[src/rtl/assert_macros.svh]
// Assertion macros for the RTL files that check themselves.
// Each macro expects a clock named clk and an active-low reset named arst_n.
`ifndef ASSERT_MACROS_SVH
`define ASSERT_MACROS_SVH

// Same-cycle implication.
`define ASSERT_IMPL(name, ante, cons, msg) \
	name: assert property (@(posedge clk) disable iff (!arst_n) (ante) |-> (cons)) \
		else $error(msg);

// Next-cycle implication.
`define ASSERT_NEXT(name, ante, cons, msg) \
	name: assert property (@(posedge clk) disable iff (!arst_n) (ante) |=> (cons)) \
		else $error(msg);

`endif

[src/rtl/tt_bank_pkg.sv]
package tt_bank_pkg;

	// Field widths of the item and result.
	localparam int OP_W       = 2;
	localparam int ID_W       = 2;
	localparam int IVL_FLD_W  = 20;
	localparam int MASK_W     = 4;
	localparam int DUE_W      = 32;
	localparam int SEED_W     = 16;

	// Generator word and the bit counter of the serial remainder unit.
	localparam int DRAW_W     = 32;
	localparam int DCNT_W     = 5;

	// Soonest-fire value reported when no timer runs.
	localparam logic signed [DUE_W-1:0] NONE_DUE = 32'sh7FFF_FFFF;

	// Operation codes.
	localparam logic [OP_W-1:0] OP_START = 2'd0;
	localparam logic [OP_W-1:0] OP_STOP  = 2'd1;
	localparam logic [OP_W-1:0] OP_TICK  = 2'd2;

	typedef struct packed {
		logic [OP_W-1:0]      op;
		logic [ID_W-1:0]      timer_id;
		logic [IVL_FLD_W-1:0] min_interval;
		logic [IVL_FLD_W-1:0] max_interval;
	} tt_in_t;

	typedef struct packed {
		logic [MASK_W-1:0]        fired_mask;
		logic [MASK_W-1:0]        running_mask;
		logic                     any_running;
		logic signed [DUE_W-1:0]  next_due;
	} tt_out_t;

	typedef enum logic [2:0] {
		S_IDLE,
		S_MOD,
		S_START_FIN,
		S_PICK,
		S_PICK_FIN,
		S_SCAN,
		S_SUMMARY
	} tt_state_t;

endpackage

[src/rtl/trickle_timer_bank_unit.sv]
// A stop or an unknown op goes straight to the status walk over all TIMERS timers; a tick
// first scans the timers, and a start with a valid id first draws its offset and fire time.
// Each timer firing on a tick runs a draw through the one-bit-per-cycle remainder unit
// (32 steps per draw) that all draws share. Throughput: one item at a time; busy stays high
// until the done cycle. Reset: arst_n clears all timers, time to zero, the generator to one
// and the seed to zero. done is high for a single cycle with the result; no stall.
`include "assert_macros.svh"

module trickle_timer_bank_unit
	import tt_bank_pkg::*;
#(
	parameter int TIMERS        = 4,
	parameter int INTERVAL_BITS = 20,
	parameter int TIME_BITS     = 32
) (
	input  logic              clk,
	input  logic              arst_n,
	input  logic              start,
	input  tt_in_t            item,
	output logic              busy,
	output logic              done,
	output tt_out_t           result,
	input  logic              cfg_we,
	input  logic [SEED_W-1:0] cfg_wdata
);

	localparam int IW  = (TIMERS > 1) ? $clog2(TIMERS) : 1;
	localparam int IB  = INTERVAL_BITS;
	localparam int TB  = TIME_BITS;
	localparam int SW  = (TB > IB) ? TB : IB;
	localparam int CW  = (IB > IVL_FLD_W) ? IB : IVL_FLD_W;
	localparam int MW  = (TIMERS > MASK_W) ? TIMERS : MASK_W;
	localparam logic [CW-1:0] IVL_MAX = CW'((64'd1 << IB) - 64'd1);
	localparam logic [IW-1:0] LAST_IDX = IW'(TIMERS - 1);

	// One xorshift step of the generator.
	function automatic logic [DRAW_W-1:0] xorshift(input logic [DRAW_W-1:0] v);
		logic [DRAW_W-1:0] x;
		begin
			x = v;
			x = x ^ (x << 13);
			x = x ^ (x >> 17);
			x = x ^ (x << 5);
			return x;
		end
	endfunction

	// Zero becomes one, anything above the interval range saturates.
	function automatic logic [IB-1:0] clean_ivl(input logic [IVL_FLD_W-1:0] v);
		logic [CW-1:0] e;
		begin
			e = CW'(v);
			if (e > IVL_MAX) begin
				e = IVL_MAX;
			end
			if (e == '0) begin
				e = CW'(1);
			end
			return IB'(e);
		end
	endfunction

	// Control state.
	tt_state_t         state_q, state_d, mod_ret_q;
	logic [IW-1:0]     idx_q;
	logic [DCNT_W-1:0] cnt_q;
	logic [TIMERS-1:0] running_q;
	logic [TB-1:0]     time_q;
	logic [DRAW_W-1:0] prng_q;
	logic [SEED_W-1:0] seed_q;
	logic              done_q;

	// Item and per-timer storage.
	logic [OP_W-1:0]   op_q;
	logic [IB-1:0]     lo_q, hi_q;
	logic [TIMERS-1:0] fired_q;
	logic [TB-1:0]     ivl_start_q [TIMERS];
	logic [TB-1:0]     fire_q      [TIMERS];
	logic [IB-1:0]     ivl_now_q   [TIMERS];
	logic [IB-1:0]     ivl_floor_q [TIMERS];
	logic [IB-1:0]     ivl_ceil_q  [TIMERS];
	logic signed [DUE_W-1:0] best_q;
	tt_out_t           result_q;

	// Serial remainder unit.
	logic [DRAW_W-1:0] dvd_q;
	logic [IB-1:0]     div_q, rem_q;
	logic [IB:0]       rem_sh;

	// Decoded signals.
	logic              accept, id_ok, last_idx, due;
	logic [TB-1:0]     diff;
	logic signed [DUE_W-1:0] rem_due, best_n;
	logic [IB-1:0]     cur_ivl, cur_half, cur_span, new_ivl;
	logic [IB:0]       dbl_ivl;
	logic [DRAW_W-1:0] next_draw, seed_draw;
	logic [MW-1:0]     fired_ext, run_ext;

	assign accept   = start && !busy;
	assign id_ok    = 32'(item.timer_id) < 32'(TIMERS);
	assign last_idx = (idx_q == LAST_IDX);

	// Remaining time of the addressed timer, as a signed value.
	assign diff    = fire_q[idx_q] - time_q;
	assign rem_due = DUE_W'($signed(diff));
	assign due     = running_q[idx_q] && (diff[TB-1] || (diff == '0));
	assign best_n  = (running_q[idx_q] && (rem_due < best_q)) ? rem_due : best_q;

	// Interval arithmetic of the addressed timer.
	assign cur_ivl  = ivl_now_q[idx_q];
	assign cur_half = cur_ivl >> 1;
	assign cur_span = cur_ivl - cur_half;
	assign dbl_ivl  = {cur_ivl, 1'b0};
	assign new_ivl  = (dbl_ivl > {1'b0, ivl_ceil_q[idx_q]}) ? ivl_ceil_q[idx_q] : IB'(dbl_ivl);

	// Generator draws.
	assign next_draw = xorshift(prng_q);
	assign seed_draw = xorshift(DRAW_W'(seed_q) | DRAW_W'(1));

	// One restoring step of the remainder: shift in a dividend bit, subtract if it fits.
	assign rem_sh = {rem_q, dvd_q[DRAW_W-1]};

	// Next state.
	always_comb begin
		state_d = state_q;
		case (state_q)
			S_IDLE: begin
				if (accept) begin
					case (item.op)
						OP_START: state_d = id_ok ? S_MOD : S_SUMMARY;
						OP_TICK:  state_d = S_SCAN;
						default:  state_d = S_SUMMARY;
					endcase
				end
			end
			S_MOD: begin
				if (cnt_q == '1) begin
					state_d = mod_ret_q;
				end
			end
			S_START_FIN: state_d = S_PICK;
			S_PICK:      state_d = S_MOD;
			S_PICK_FIN: begin
				state_d = (op_q == OP_TICK && !last_idx) ? S_SCAN : S_SUMMARY;
			end
			S_SCAN: begin
				if (due) begin
					state_d = S_PICK;
				end else if (last_idx) begin
					state_d = S_SUMMARY;
				end
			end
			S_SUMMARY: begin
				if (last_idx) begin
					state_d = S_IDLE;
				end
			end
			default: state_d = S_IDLE;
		endcase
	end

	// Handshake outputs.
	always_comb begin
		busy = (state_q != S_IDLE);
	end

	// Sequencer control registers.
	always_ff @(posedge clk or negedge arst_n) begin
		if (!arst_n) begin
			state_q   <= S_IDLE;
			mod_ret_q <= S_IDLE;
			idx_q     <= '0;
			cnt_q     <= '0;
			running_q <= '0;
			time_q    <= '0;
			prng_q    <= DRAW_W'(1);
			seed_q    <= '0;
			done_q    <= 1'b0;
		end else begin
			state_q <= state_d;
			done_q  <= (state_q == S_SUMMARY) && last_idx;
			if (cfg_we) begin
				seed_q <= cfg_wdata;
			end
			case (state_q)
				S_IDLE: begin
					if (accept) begin
						idx_q <= '0;
						cnt_q <= '0;
						case (item.op)
							OP_START: begin
								if (id_ok) begin
									idx_q     <= IW'(item.timer_id);
									prng_q    <= seed_draw;
									mod_ret_q <= S_START_FIN;
								end
							end
							OP_STOP: begin
								if (id_ok) begin
									running_q[IW'(item.timer_id)] <= 1'b0;
								end
							end
							OP_TICK: time_q <= time_q + TB'(1);
							default: ;
						endcase
					end
				end
				S_MOD: cnt_q <= cnt_q + DCNT_W'(1);
				S_START_FIN: running_q[idx_q] <= 1'b1;
				S_PICK: begin
					prng_q    <= next_draw;
					cnt_q     <= '0;
					mod_ret_q <= S_PICK_FIN;
				end
				S_PICK_FIN: begin
					idx_q <= (op_q == OP_TICK && !last_idx) ? idx_q + IW'(1) : '0;
				end
				S_SCAN: begin
					if (!due) begin
						idx_q <= last_idx ? '0 : idx_q + IW'(1);
					end
				end
				S_SUMMARY: idx_q <= last_idx ? '0 : idx_q + IW'(1);
				default: ;
			endcase
		end
	end

	// Datapath: item fields, timer storage, remainder unit and the result.
	always_ff @(posedge clk) begin
		case (state_q)
			S_IDLE: begin
				if (accept) begin
					op_q    <= item.op;
					lo_q    <= clean_ivl(item.min_interval);
					hi_q    <= clean_ivl(item.max_interval);
					fired_q <= '0;
					best_q  <= NONE_DUE;
					dvd_q   <= seed_draw;
					div_q   <= clean_ivl(item.min_interval);
					rem_q   <= '0;
				end
			end
			S_MOD: begin
				if (rem_sh >= {1'b0, div_q}) begin
					rem_q <= IB'(rem_sh - {1'b0, div_q});
				end else begin
					rem_q <= IB'(rem_sh);
				end
				dvd_q <= dvd_q << 1;
			end
			S_START_FIN: begin
				ivl_start_q[idx_q] <= TB'(SW'(time_q) + SW'(rem_q));
				ivl_now_q[idx_q]   <= lo_q;
				ivl_floor_q[idx_q] <= lo_q;
				ivl_ceil_q[idx_q]  <= hi_q;
			end
			S_PICK: begin
				dvd_q <= next_draw;
				div_q <= cur_span;
				rem_q <= '0;
			end
			S_PICK_FIN: begin
				fire_q[idx_q] <= TB'(SW'(ivl_start_q[idx_q]) + SW'(cur_half) + SW'(rem_q));
			end
			S_SCAN: begin
				if (due) begin
					ivl_start_q[idx_q] <= TB'(SW'(ivl_start_q[idx_q]) + SW'(cur_ivl));
					ivl_now_q[idx_q]   <= new_ivl;
					fired_q[idx_q]     <= 1'b1;
				end
			end
			S_SUMMARY: begin
				best_q <= best_n;
				if (last_idx) begin
					result_q.fired_mask   <= fired_ext[MASK_W-1:0];
					result_q.running_mask <= run_ext[MASK_W-1:0];
					result_q.any_running  <= |running_q;
					result_q.next_due     <= best_n;
				end
			end
			default: ;
		endcase
	end

	assign fired_ext = MW'(fired_q);
	assign run_ext   = MW'(running_q);

	assign done   = done_q;
	assign result = result_q;

	// The floor is kept with each timer; only the interval check below reads it.
	`ASSERT_IMPL(a_floor_le_now, (state_q == S_SCAN) && running_q[idx_q],
		ivl_floor_q[idx_q] <= ivl_now_q[idx_q] || ivl_ceil_q[idx_q] < ivl_floor_q[idx_q],
		"current interval fell below its floor")
	`ASSERT_IMPL(a_rem_bound, (state_q == S_MOD), (div_q != '0) && (rem_q < div_q),
		"remainder unit left its range")
	`ASSERT_IMPL(a_fire_tick_only, done && (result.fired_mask != '0), op_q == OP_TICK,
		"fire reported for an item that was not a tick")
	`ASSERT_NEXT(a_done_after_walk, (state_q == S_SUMMARY) && last_idx, done && !busy,
		"result not delivered after the status walk")

endmodule
[config.mk]
export PLATFORM = sky130hd
export DESIGN_NAME = trickle_timer_bank_unit
export DESIGN_NICKNAME = d
export VERILOG_FILES = /design/src/rtl/tt_bank_pkg.sv /design/src/rtl/trickle_timer_bank_unit.sv
export VERILOG_INCLUDE_DIRS = /design/src /design/src/rtl
export SDC_FILE = /design/constraint.sdc
export NUM_CORES = 1
export LEC_CHECK = 0
export BUFFER_PORTS_ARGS = -buffer_cell sky130_fd_sc_hd__buf_2
export CORE_MARGIN = 3
export CORE_UTILIZATION = 39
export CTS_CLUSTER_SIZE = 20
export DETAILED_ROUTE_END_ITERATION = 16
export HOLD_SLACK_MARGIN = 0.15
export SLEW_MARGIN = 15
export SYNTH_ARGS = -nofsm -noshare
export SYNTH_HDL_FRONTEND = slang
export SYNTH_SLANG_ARGS = --single-unit
[constraint.sdc]
create_clock -name clk -period 17.7 [get_ports clk]
set_input_delay 0.885 -clock clk [delete_from_list [all_inputs] [get_ports clk]]
set_output_delay 0.885 -clock clk [all_outputs]
set_load 0.01 [all_outputs]
### Yosys cells after proc, flatten, opt, wreduce, memory -nomap -nowiden

Memories as Yosys holds them, arrays and structs flattened.
Index checks and enable logic that the tools add are counted.
Widths: inputs -> output; s select.

| operators by class | value |
|---|---|
| magnitude comparators | 9 |
| mux-type cells | 61 |
| reductions and logical operators | 34 |
| equal/unequal tests | 19 |
| add/sub/neg operators | 10 |
| bitwise operators | 12 |

Operators by type and width:

| operator | number |
|---|---|
| $mux 20 | 12 |
| $mux 32 | 6 |
| $pmux 32 s2 | 2 |
| $add 32x20->32 | 3 |
| $pmux 32 s3 | 1 |
| $xor 32x32->32 | 2 |
| $pmux 20 s3 | 1 |
| $gt 20x20->1 const B | 2 |
| $logic_not 20->1 | 2 |
| $pmux 20 s2 | 1 |
| $add 32x1->32 const B | 1 |
| $add 32x19->32 | 1 |
| $logic_not 32->1 | 1 |
| $lt 32x32->1 | 1 |
| $sub 32x32->32 | 1 |
| $xor 29x32->32 | 1 |
| $xor 32x15->32 | 1 |
| $xor 16x29->29 | 1 |
| $xor 29x12->29 | 1 |
| $ge 21x20->1 | 1 |
| $gt 21x20->1 | 1 |
| $mux 3 | 7 |
| $pmux 3 s7 | 1 |
| $sub 20x19->20 | 1 |
| other kinds (40) | 93 |

| storage, ports and cells | value |
|---|---|
| bits in writable memories | 416 |
| output and inout port bits | 43 |
| memories | 4 |
| bits of input ports | 64 |
| register bits | 289 |
| word-level logic and storage cells | 170 |

Memories:

| memory | words | width | read ports | clocked after Yosys merged registers in | wr ports | line | text |
|---|---|---|---|---|---|---|---|
| fire_q | 4 | 32 | 1 | 0 | 1 | trickle_timer_bank_unit.sv:78 | `logic [TB-1:0] fire_q [TIMERS];` |
| ivl_start_q | 4 | 32 | 1 | 0 | 1 | trickle_timer_bank_unit.sv:77 | `logic [TB-1:0] ivl_start_q [TIMERS];` |
| ivl_ceil_q | 4 | 20 | 1 | 0 | 1 | trickle_timer_bank_unit.sv:81 | `logic [IB-1:0] ivl_ceil_q [TIMERS];` |
| ivl_now_q | 4 | 20 | 1 | 0 | 1 | trickle_timer_bank_unit.sv:79 | `logic [IB-1:0] ivl_now_q [TIMERS];` |

### Depth between registers and ports, before layout

| logic depth | value |
|---|---|
| depth after elaboration | 9 |
| gate-level depth with buffers | 29 |
| mapped depth without buffers | 23 |

### Least setup slack after synthesis

OpenSTA, ideal clock, no wires.

| timing | value |
|---|---|
| path kind | register -> register |
| from | register idx_q[0] |
| to | memory ivl_now_q[0][0] (netlist bit), enable pin |
| period minus slack after synthesis | 7738 ps |
| required time | 17287 ps |
| setup time | 413 ps |
| stages on the path, launching flop included | 21 |
| data arrival time | 7325 ps |
| setup slack | 9962 ps |
| buffers on the path | 7 |
| cell sequence | dfrtp_1 > buf_2 > buf_2 > buf_1 > clkbuf_1 > buf_1 > mux4_2 > ha_1 > o21a_1 > o2111ai_1 > o21ba_4 > o41ai_2 > o31a_1 > mux2_1 > a311o_1 > nor4_2 > nand4_2 > a21oi_4 > buf_6 > buf_8 > o21a_1 |

| between the ends | value |
|---|---|
| word-level cells in the longest chain between the ends | 9 |
| elaborated cells on any way between the ends | 11 |
| those cells by class | 1 x add/sub; 5 x mux; 1 x bitwise; 3 x reduce/logical; 1 x memory |

Ends and longest elaborated chain:

| item | line | text |
|---|---|---|
| start, declared | trickle_timer_bank_unit.sv:65 | `logic [IW-1:0] idx_q;` |
| start signal, assigned | trickle_timer_bank_unit.sv:193 | `idx_q <= IW'(item.timer_id);` |
| start signal, assigned | trickle_timer_bank_unit.sv:216 | `idx_q <= (op_q == OP_TICK && !last_idx) ? idx_q + IW'(1) : '0;` |
| start signal, assigned | trickle_timer_bank_unit.sv:220 | `idx_q <= last_idx ? '0 : idx_q + IW'(1);` |
| $mem_v2 4x32 | n/a |  |
| $sub 32x32->32 | trickle_timer_bank_unit.sv:104 | `assign diff = fire_q[idx_q] - time_q;` |
| $logic_not 32->1 | trickle_timer_bank_unit.sv:106 | `assign due = running_q[idx_q] && (diff[TB-1] \|\| (diff == '0));` |
| $logic_or 1x1->1 | trickle_timer_bank_unit.sv:106 |  |
| $logic_and 1x1->1 | trickle_timer_bank_unit.sv:106 |  |
| $mux 1 | trickle_timer_bank_unit.sv:267 | `if (due) begin` |
| $mux 1 | trickle_timer_bank_unit.sv:231 | `case (state_q)` |
| $mux 1 (not written as such) | trickle_timer_bank_unit.sv:269 | `ivl_now_q[idx_q] <= new_ivl;` |
| $or 1x1->1 (no source line) | n/a |  |
| end, declared | trickle_timer_bank_unit.sv:79 |  |

Parallel ways exist; a longest one is shown, timed or not. The select of a mux whose other input is x is not followed.

### Worst setup path after layout

| timing | value |
|---|---|
| from | register idx_q[0] |
| to | memory ivl_start_q[3][4] (netlist bit), enable pin |

| between the ends | value |
|---|---|
| word-level cells in the longest chain between the ends | 9 |
| elaborated cells on any way between the ends | 11 |
| those cells by class | 1 x add/sub; 5 x mux; 1 x bitwise; 3 x reduce/logical; 1 x memory |

Ends and longest elaborated chain:

| item | line | text |
|---|---|---|
| $mem_v2 4x32 | n/a |  |
| $sub 32x32->32 | trickle_timer_bank_unit.sv:104 |  |
| $logic_not 32->1 | trickle_timer_bank_unit.sv:106 |  |
| $logic_or 1x1->1 | trickle_timer_bank_unit.sv:106 |  |
| $logic_and 1x1->1 | trickle_timer_bank_unit.sv:106 |  |
| $mux 1 | trickle_timer_bank_unit.sv:267 |  |
| $mux 1 | trickle_timer_bank_unit.sv:231 |  |
| $mux 1 (not written as such) | trickle_timer_bank_unit.sv:268 | `ivl_start_q[idx_q] <= TB'(SW'(ivl_start_q[idx_q]) + SW'(cur_ivl));` |
| $or 1x1->1 (no source line) | n/a |  |
| end, declared | trickle_timer_bank_unit.sv:77 |  |

Parallel ways exist; a longest one is shown, timed or not. The select of a mux whose other input is x is not followed.

==> key figures <==
Pwr
  • P_sw: 3.70 mW
  • Power consumption: 9.17 mW
  • Peak VDD IR: 0.0984 mV
  • Clock Power Share: 18.2%
  • Leakage: 15.3 nW
  • Power per cell area: 218 nW/um2
  • Net Sw Frac: 40.4%
  • Power Internal: 5.47 mW
  • Comb pwr share: 51.0%
  • Sequential Power Share: 30.7%

GRT
  • Number of global-route vias before repair: 22.9k
  • Gr usage total: 17.5%
  • Grt ovf: 0
  • Initial antenna violation count: 4
  • Largest net degree at the start of global routing: 84
  • First-pass GRT wire length: 135000 um

Detailed routing
  • DRC Markers: 0
  • DRT Pass-1 Iters: 7
  • Antenna-violating nets left: 0
  • Routed len/inst: 19.7 um
  • Drt total wl: 86500 um
  • Vias per cell: 5.33
  • Vias after detailed routing: 23.3k
  • Initial DRC count: 1898

Final layout
  • Register area: 20600 um2
  • Area added between synthesis and finish: 11.9%
  • Filler cells: 8781
  • Layout cells sized above 1: 15.1%
  • Nets: 3322
  • Most frequent cells in the layout: edfxtp_1, nor2_1, ha_1
  • Area occupied by multi-input gates: 15700 um2
  • Commonest non-fill, non-tap cell in the layout: edfxtp_1

Floorplan
  • Cell Rows: 113
  • # IOs: 107
  • Die outline width: 316 um
  • Die height: 316 um
  • Core box area: 95300 um2
  • Initial Utilization: 39.4%
  • Die Footprint: 100000 um2

Run status
  • Status: finished, final reports clean

Clocking
  • CTS sink cnt: 703
  • Worst-skew pair later-pin latency: 0.65 ns
  • Post-CTS Setup Bufs: 0
  • Max clock buf depth: 3
  • TritonCTS clock tree: done
  • Total CTS buffers: 79
  • Post-cts sizing count: 0
  • Worst-path clk slew: 0.06 ns
  • Hold-fix buffers, CTS: 0
  • Max H-tree Level: 3
  • Root buffer cell: clkbuf_16

Worst setup path
  • Critical Path RT: 17.98 ns
  • Crit Path Max Fanout: 36
  • Kind of critical path: reg -> reg
  • Crit end category: flip-flop
  • WP data arrival: 8.95 ns
  • Reg2Reg Depth: 16
  • Startpoint types: flip-flop
  • R2r setup slk: 9.03 ns
  • R2r startpoint: idx_q[0]
  • Reg-to-reg endpoint: ivl_start_q[3][4]

Logic synthesis
  • Yosys cell types: 80
  • Mapped Cells: 2976
  • Syn_nets: 3252
  • Synth Register Bits: 703
  • Asr flop ratio synth: 13.7%
  • Cell area after synthesis: 37600 um2
  • Seq/Total Area, Yosys: 54.9%
  • Top FF cell, synth: edfxtp_1
  • Avg Cell Area, Syn: 12.6 um2
  • Post-synth EDFFs: 607
  • Ys Warns: 0

Timing
  • Fmax: 115 MHz
  • Crit share post-route: 49.0%
  • Skew final: 0.0217 ns
  • Slew Viols, Final: 0
  • Slew margin rel.: 30.2%
  • RSZ-0062 raised after global routing: false
  • Worst Tran Pin Value: 1.04 ns
  • Setup violators final: 0
  • Final worst path period need: 8.67 ns
  • Hold slack: 0.240 ns
  • Setup TNS: 0 ns
  • Final Hold Fails: 0

Placement
  • Final HPWL DP: 61000 um
  • IO buf count: 105
  • Gpl congestion: 0.889

Flow run
  • Max-cap violations: 0

Hold path
  • Hold Crit Class: in -> async
-- cell usage after synthesis, drive strengths merged, types with 38 or more instances --
library cell,instances,area share [%]
a21oi,145,2.0
dfrtp,95,6.3
nand3,57,0.76
xnor2,175,4.1
inv,176,1.8
nand2b,56,0.93
nor3,47,0.63
mux4,104,6.2
ha,187,6.2
o21ai,141,1.9
nand4,38,0.65
a21o,43,0.86
xor2,98,2.3
nor2,201,2.0
mux2i,57,1.5
nand2,177,1.8
clkbuf,124,1.2
mux2,76,2.3
edfxtp,607,48
-- flip-flops by register name (all words and copies together), names as in the netlist, 32 cells and up --
signal	count
fire_q	128
dvd_q	32
result	41
ivl_start_q	128
best_q	32
ivl_ceil_q	80
time_q	32
ivl_now_q	80
prng_q	32
-- area by class of cell --
type                            count  share of cell area, %
Inverter                          176                   1.57
Tap cell                         1265                   3.76
Timing Repair Buffer              139                   1.89
Antenna cell                        3                 0.0178
Clock inverter                     55                   1.48
Clock buffer                       92                   4.86
Multi-Input combinational cell   1947                   37.3
Sequential cell                   703                   49.1
-- worst max-delay path by stage --
stage	start	endpoint	slack (ns)	cells after the start
after floorplan	idx_q[0]	ivl_now_q[0][0]	9.96	20
after global placement	idx_q[0]	ivl_start_q[0][27]	8.91	16
after detailed placement	idx_q[0]	ivl_start_q[0][31]	8.87	16
after CTS	idx_q[0]	ivl_start_q[0][20]	8.83	16
after global routing	idx_q[0]	ivl_start_q[0][20]	8.51	16
final	idx_q[0]	ivl_start_q[3][4]	9.03	16
-- critical path: stages (launching register included) --
cell and delay (ns):
dfrtp_4 0.79, buf_4 0.64, mux4_2 0.60, ha_1 0.34
o21a_1 0.23, o2111ai_1 0.24, o21ba_4 0.20, o41ai_2 0.48
o31a_1 0.37, mux2_1 0.37, a311o_1 0.36, nor4_2 0.26
nand4_2 0.44, a21oi_4 0.91, buf_4 0.67, o21a_2 0.70
buf_4 0.60
-- per-layer routing --
metal  wire length [um]  GRT usage (%)  vias up
li1                   -              -    11200
met1              41600           26.0    11500
met2              38700           27.0      545
met3               4380           2.60      108
met4               1720           4.34        2
met5                  8              0        -
-- kinds of logic after synthesis --
family	share of synthesized area, %
mux	10.0
simple gates	9.09
fa+ha+maj	7.56
xor+xnor	6.36
buf+inv	3.42
compound gates	8.66
flops	54.9
-- power groups by stage --
stage / combinational (mW) / sequential [mW] / clock, mW
floorplan: 3.61 / 2.73 / 0
global placement: 4.61 / 2.84 / 0
detailed placement: 4.66 / 2.85 / 0
CTS: 4.69 / 2.82 / 1.72
global route: 5.27 / 2.85 / 1.78
finish: 4.68 / 2.82 / 1.67
-- through the flow --
| step | utilization (%) | instances | worst slack (ns) | area [um2] |
|---|---|---|---|---|
| floorplan | - | 2976 | 9.96 | 37600 |
| global placement | 41.3 | 4229 | 8.91 | 39400 |
| detailed placement | 41.3 | 4229 | 8.87 | 39400 |
| CTS | 44.1 | 4376 | 8.83 | 42000 |
| global route | 44.1 | 4378 | 8.51 | 42100 |
| finish | 44.1 | 4380 | 9.03 | 42100 |
Power figures use the tool's default switching activity.
